## src/ksp_pkg.sv

```systemverilog
// Shared types, codes and constants for the keyed slot pool.
`default_nettype none

package ksp_pkg;

  localparam int SLOTS_DEF     = 32;
  localparam int REF_BITS_DEF  = 16;
  localparam int KEY_BITS      = 256;
  localparam int KEY_WORD_BITS = 64;
  localparam int STAMP_BITS    = 64;

  localparam logic CMD_ACQUIRE = 1'b0;
  localparam logic CMD_RELEASE = 1'b1;

  localparam logic [2:0] ST_HIT      = 3'd0;
  localparam logic [2:0] ST_FREE     = 3'd1;
  localparam logic [2:0] ST_EVICT    = 3'd2;
  localparam logic [2:0] ST_OVERFLOW = 3'd3;
  localparam logic [2:0] ST_RELEASED = 3'd4;

  typedef struct packed {
    logic                     cmd;
    logic [KEY_WORD_BITS-1:0] key_word0;
    logic [KEY_WORD_BITS-1:0] key_word1;
    logic [KEY_WORD_BITS-1:0] key_word2;
    logic [KEY_WORD_BITS-1:0] key_word3;
    logic [4:0]               release_slot;
  } req_t;

  typedef struct packed {
    logic [4:0]  granted_slot;
    logic [2:0]  status;
    logic [15:0] ref_count;
  } rsp_t;

  typedef enum logic [1:0] {
    S_IDLE,
    S_REL,
    S_SCAN,
    S_PICK
  } state_t;

  typedef struct packed {
    logic hit;
    logic free;
    logic older;
  } cmp_t;

endpackage

`default_nettype wire

```

## src/ksp_cmp_unit.sv

```systemverilog
// Shared per-slot compare unit: key match, free test and LRU stamp compare.
`default_nettype none

module ksp_cmp_unit #(
  parameter int REF_BITS = ksp_pkg::REF_BITS_DEF
) (
  input  wire logic                            slot_ok,
  input  wire logic [ksp_pkg::KEY_BITS-1:0]    slot_key,
  input  wire logic [REF_BITS-1:0]             slot_refs,
  input  wire logic [ksp_pkg::STAMP_BITS-1:0]  slot_stamp,
  input  wire logic [ksp_pkg::KEY_BITS-1:0]    key,
  input  wire logic                            have_old,
  input  wire logic [ksp_pkg::STAMP_BITS-1:0]  old_stamp,
  output ksp_pkg::cmp_t                        res
);

  always_comb begin
    res.hit   = slot_ok && (slot_key == key);
    res.free  = !slot_ok;
    res.older = slot_ok && (slot_refs == '0) && (!have_old || (slot_stamp < old_stamp));
  end

endmodule

`default_nettype wire

```

## config.mk

```make
export PLATFORM = sky130hd
export DESIGN_NAME = ksp_cmp_unit
export DESIGN_NICKNAME = d
export VERILOG_FILES = /design/src/ksp_pkg.sv /design/src/ksp_cmp_unit.sv
export SDC_FILE = /design/constraint.sdc
export NUM_CORES = 1
export LEC_CHECK = 0
export BUFFER_PORTS_ARGS = -buffer_cell sky130_fd_sc_hd__buf_4
export CELL_PAD_IN_SITES_DETAIL_PLACEMENT = 0
export CELL_PAD_IN_SITES_GLOBAL_PLACEMENT = 1
export CORE_AREA = 4 4 252 254
export DETAILED_ROUTE_END_ITERATION = 16
export DIE_AREA = 0 0 256 258
export PLACE_DENSITY_LB_ADDON = 0.08
export REMOVE_ABC_BUFFERS = 1
export SYNTH_ARGS = -nofsm -noshare
export SYNTH_HDL_FRONTEND = slang
export SYNTH_SLANG_ARGS = --single-unit
```

## constraint.sdc

```tcl
create_clock -name vclk -period 3.2
set_clock_uncertainty 0.05 [all_clocks]
set_input_delay 0.64 -clock vclk [all_inputs]
set_output_delay 0.64 -clock vclk [all_outputs]
set_load 0.02 [all_outputs]
```

==> impl_metrics.toml <==
[power]
switching_share = 0.3975
netSwitchingPower_mw = 0.5590
peakVddDrop_uv = 36.92
p_leak_nw = 6.102
p_comb_frac = 1.000
p_int_mw = 0.8472
seqPwrFrac = 0
clock_power_share = 0
power.density_nw_per_um2 = 120.1

[floorplan]
initial_core_util = 0.07780
die_h_um = 258
core_um2 = 61260
fp-row-count = 91
die_area_um2 = 66050
die_w_um = 256
io_pins = 661

[worst_setup_path]
path_buf_inv = 3
arrival_ns = 2.90
crit_fanout = 1
cp_num_cells = 9
cp_common_cell = "buf_4"
cp_cell_sequence = "buf_4, xor2_1, nor4_1, buf_4, nand4_1, or4_4, or4_4, nor4_2, buf_4"
critPathSlowestCell = "or4_4"
cpPeakStageDelay_ns = 0.58
cp_top_family = "simple AND/OR/NAND/NOR gates"
crit_path_end_kind = "output pin"
cp-start-kind = "input pin"
path_class = "input pin to output pin"
cp.required_ns = 2.51

[layout]
syn2layout_area_growth_pct = 145.6
drive_above_1_share = 0.5400
ff_latch_area_um2 = 0
fin_area_um2 = 11710
clkbuf_count = 0
final_nets = 2184
nFillCells = 7105
seq_cell_count = 0

[timing]
period_needed_ns = 3.592
rsz0062_at_grt = "yes"
worstMarginPinSlew_ns = 0.6408
slew_viol_final = 0
max-slew-margin-rel = 0.5689
setup_slack_ns = -0.3916
setup_tns_ns = -0.3916
setup_violations = 1
hold_viol = 0
fmax_ghz = 0.2784
period_share = 1.122

[place]
placed_area_um2 = 11420
pre_cts_ws_ns = -1.247
numPortBuffers = 661
gp_congestion = 0.7769
place_hpwl_um = 47980

[global_route]
grt_overflow_total = 0
grt_pass1_vias = 9214
antenna_found_initial = 17
grt_max_degree = 4
grt_usage = 0.1399
grt_pass1_wl_um = 66470

[drt]
vias = 7981
firstDrtPassIters = 4
wire_per_inst_um = 21.87
drtIter0Drc = 153
drc_errors = 0
routed_wl_um = 49400
antenna_left = 0
vias_per_cell = 3.533

[synth]
synth_cell_types = 38
syn_inst = 707
seq_area_frac_synth = 0
syn_avg_cell_area_um2 = 6.741
yosysWarningCount = 0
synth_top_area_cell = "ha_1"
yosysTopAreaCellShare = 0.1654
synth_area_um2 = 4766
synthTopCellsByArea = "ha_1 17%, inv_1 15%, xor2_1 14%, xnor2_1 9.2%, o22ai_1 5.6%"

[hold_path]
hold_path_class = "input pin to output pin"
hold_depth = 3

[run_status]
status = "finished, violations left"
violations = "setup timing"

[flow_run]
drv_cap = 0

[clock_tree]
postCtsHoldBufs = 0
==> final timing paths <==
check  startpoint     end
max       key[62]  res[2]
min      have_old  res[0]
==> synth_stat cells, types with 3 or more instances <==
| master | number |
|---|---|
| inv_1 | 194 |
| xor2_1 | 76 |
| ha_1 | 63 |
| xnor2_1 | 50 |
| o22ai_1 | 43 |
| nor4_1 | 42 |
| nand4_1 | 31 |
| a221oi_1 | 29 |
| o2bb2ai_1 | 27 |
| a21oi_1 | 24 |
| nand2_1 | 19 |
| a22o_1 | 13 |
| nand3_1 | 13 |
| o21ai_0 | 13 |
| nor2_1 | 11 |
| nand2b_1 | 8 |
| a21o_1 | 5 |
| a22oi_1 | 5 |
| nor3_1 | 5 |
| o2111ai_1 | 4 |
| or4_1 | 4 |
| a2111oi_0 | 3 |
| a211oi_1 | 3 |
| inv_2 | 3 |
| o221ai_1 | 3 |
==> kinds of logic after synthesis <==
kind of cell,after synthesis,share of synthesized area
buf+inv,198,0.1559
compound gates,181,0.2767
simple gates,139,0.1704
xor+xnor,126,0.2316
fa+ha+maj,63,0.1654
==> per-stage QoR <==
step / hold slack (ns) / total power [mW] / instances / util
2_1_floorplan: 1.274 / 0.4076 / 707 / -
3_3_place_gp: 1.543 / 1.402 / 2250 / 0.1864
3_5_place_dp: 1.542 / 1.405 / 2250 / 0.1864
4_1_cts: 1.545 / 1.427 / 2251 / 0.1884
5_1_grt: 1.527 / 1.556 / 2259 / 0.1911
6_report: 1.522 / 1.406 / 2259 / 0.1911
==> cell type report <==
class	count	area (um^2)	share of cell area
antenna	8	20.02	0.001710
timing repair buffer	754	5680	0.4853
tap	790	988.4	0.08444
multi-input combinational	509	4274	0.3651
inverter	198	743.2	0.06349
==> layout by cell type, fill, tap and decap left out, drive strengths merged, types with 5 or more instances in the layout <==
| cell | netlist | routed |
|---|---|---|
| a22o | 13 | 13 |
| ha | 63 | 63 |
| nand2 | 19 | 19 |
| a221oi | 29 | 29 |
| o22ai | 43 | 43 |
| nand4 | 32 | 32 |
| nand2b | 8 | 8 |
| nor3 | 5 | 5 |
| buf | 0 | 754 |
| xor2 | 76 | 76 |
| xnor2 | 50 | 50 |
| nand3 | 14 | 14 |
| a21o | 5 | 5 |
| o21ai | 13 | 13 |
| a22oi | 5 | 5 |
| o2bb2ai | 27 | 27 |
| nor4 | 43 | 43 |
| diode | 0 | 8 |
| a21oi | 24 | 24 |
| inv | 197 | 197 |
| nor2 | 11 | 11 |
==> power groups by stage <==
stage,Clock (mW),Sequential [mW],Combinational (mW)
after floorplan,0,0,0.408
after global placement,0,0,1.40
after detailed placement,0,0,1.41
after CTS,0,0,1.43
after global routing,0.000000335,0,1.56
final,0.000000336,0,1.41
==> routing by layer <==
layer,vias up,GRT usage,part of all wire
met4,18,0.01326,0.0057
met2,348,0.2886,0.57
met3,26,0.04570,0.080
met5,-,0,0.0026
met1,3534,0.1396,0.34
li1,4055,-,-
==> tightest hold or removal path, delay by kind of cell <==
family / cells / cell delay, ns
buffers and inverters: 2 / 0.21
AO/OA/AOI/OAI: 1 / 0.08
==> what timing repair did <==
action,in CTS,in global routing
gates resized for setup,21,20
endpoints found under the setup margin,2,2
cloned,0,0
buffers inserted,1,0
pin swaps,7,15
No activity file was read; power rests on OpenSTA's default activity.
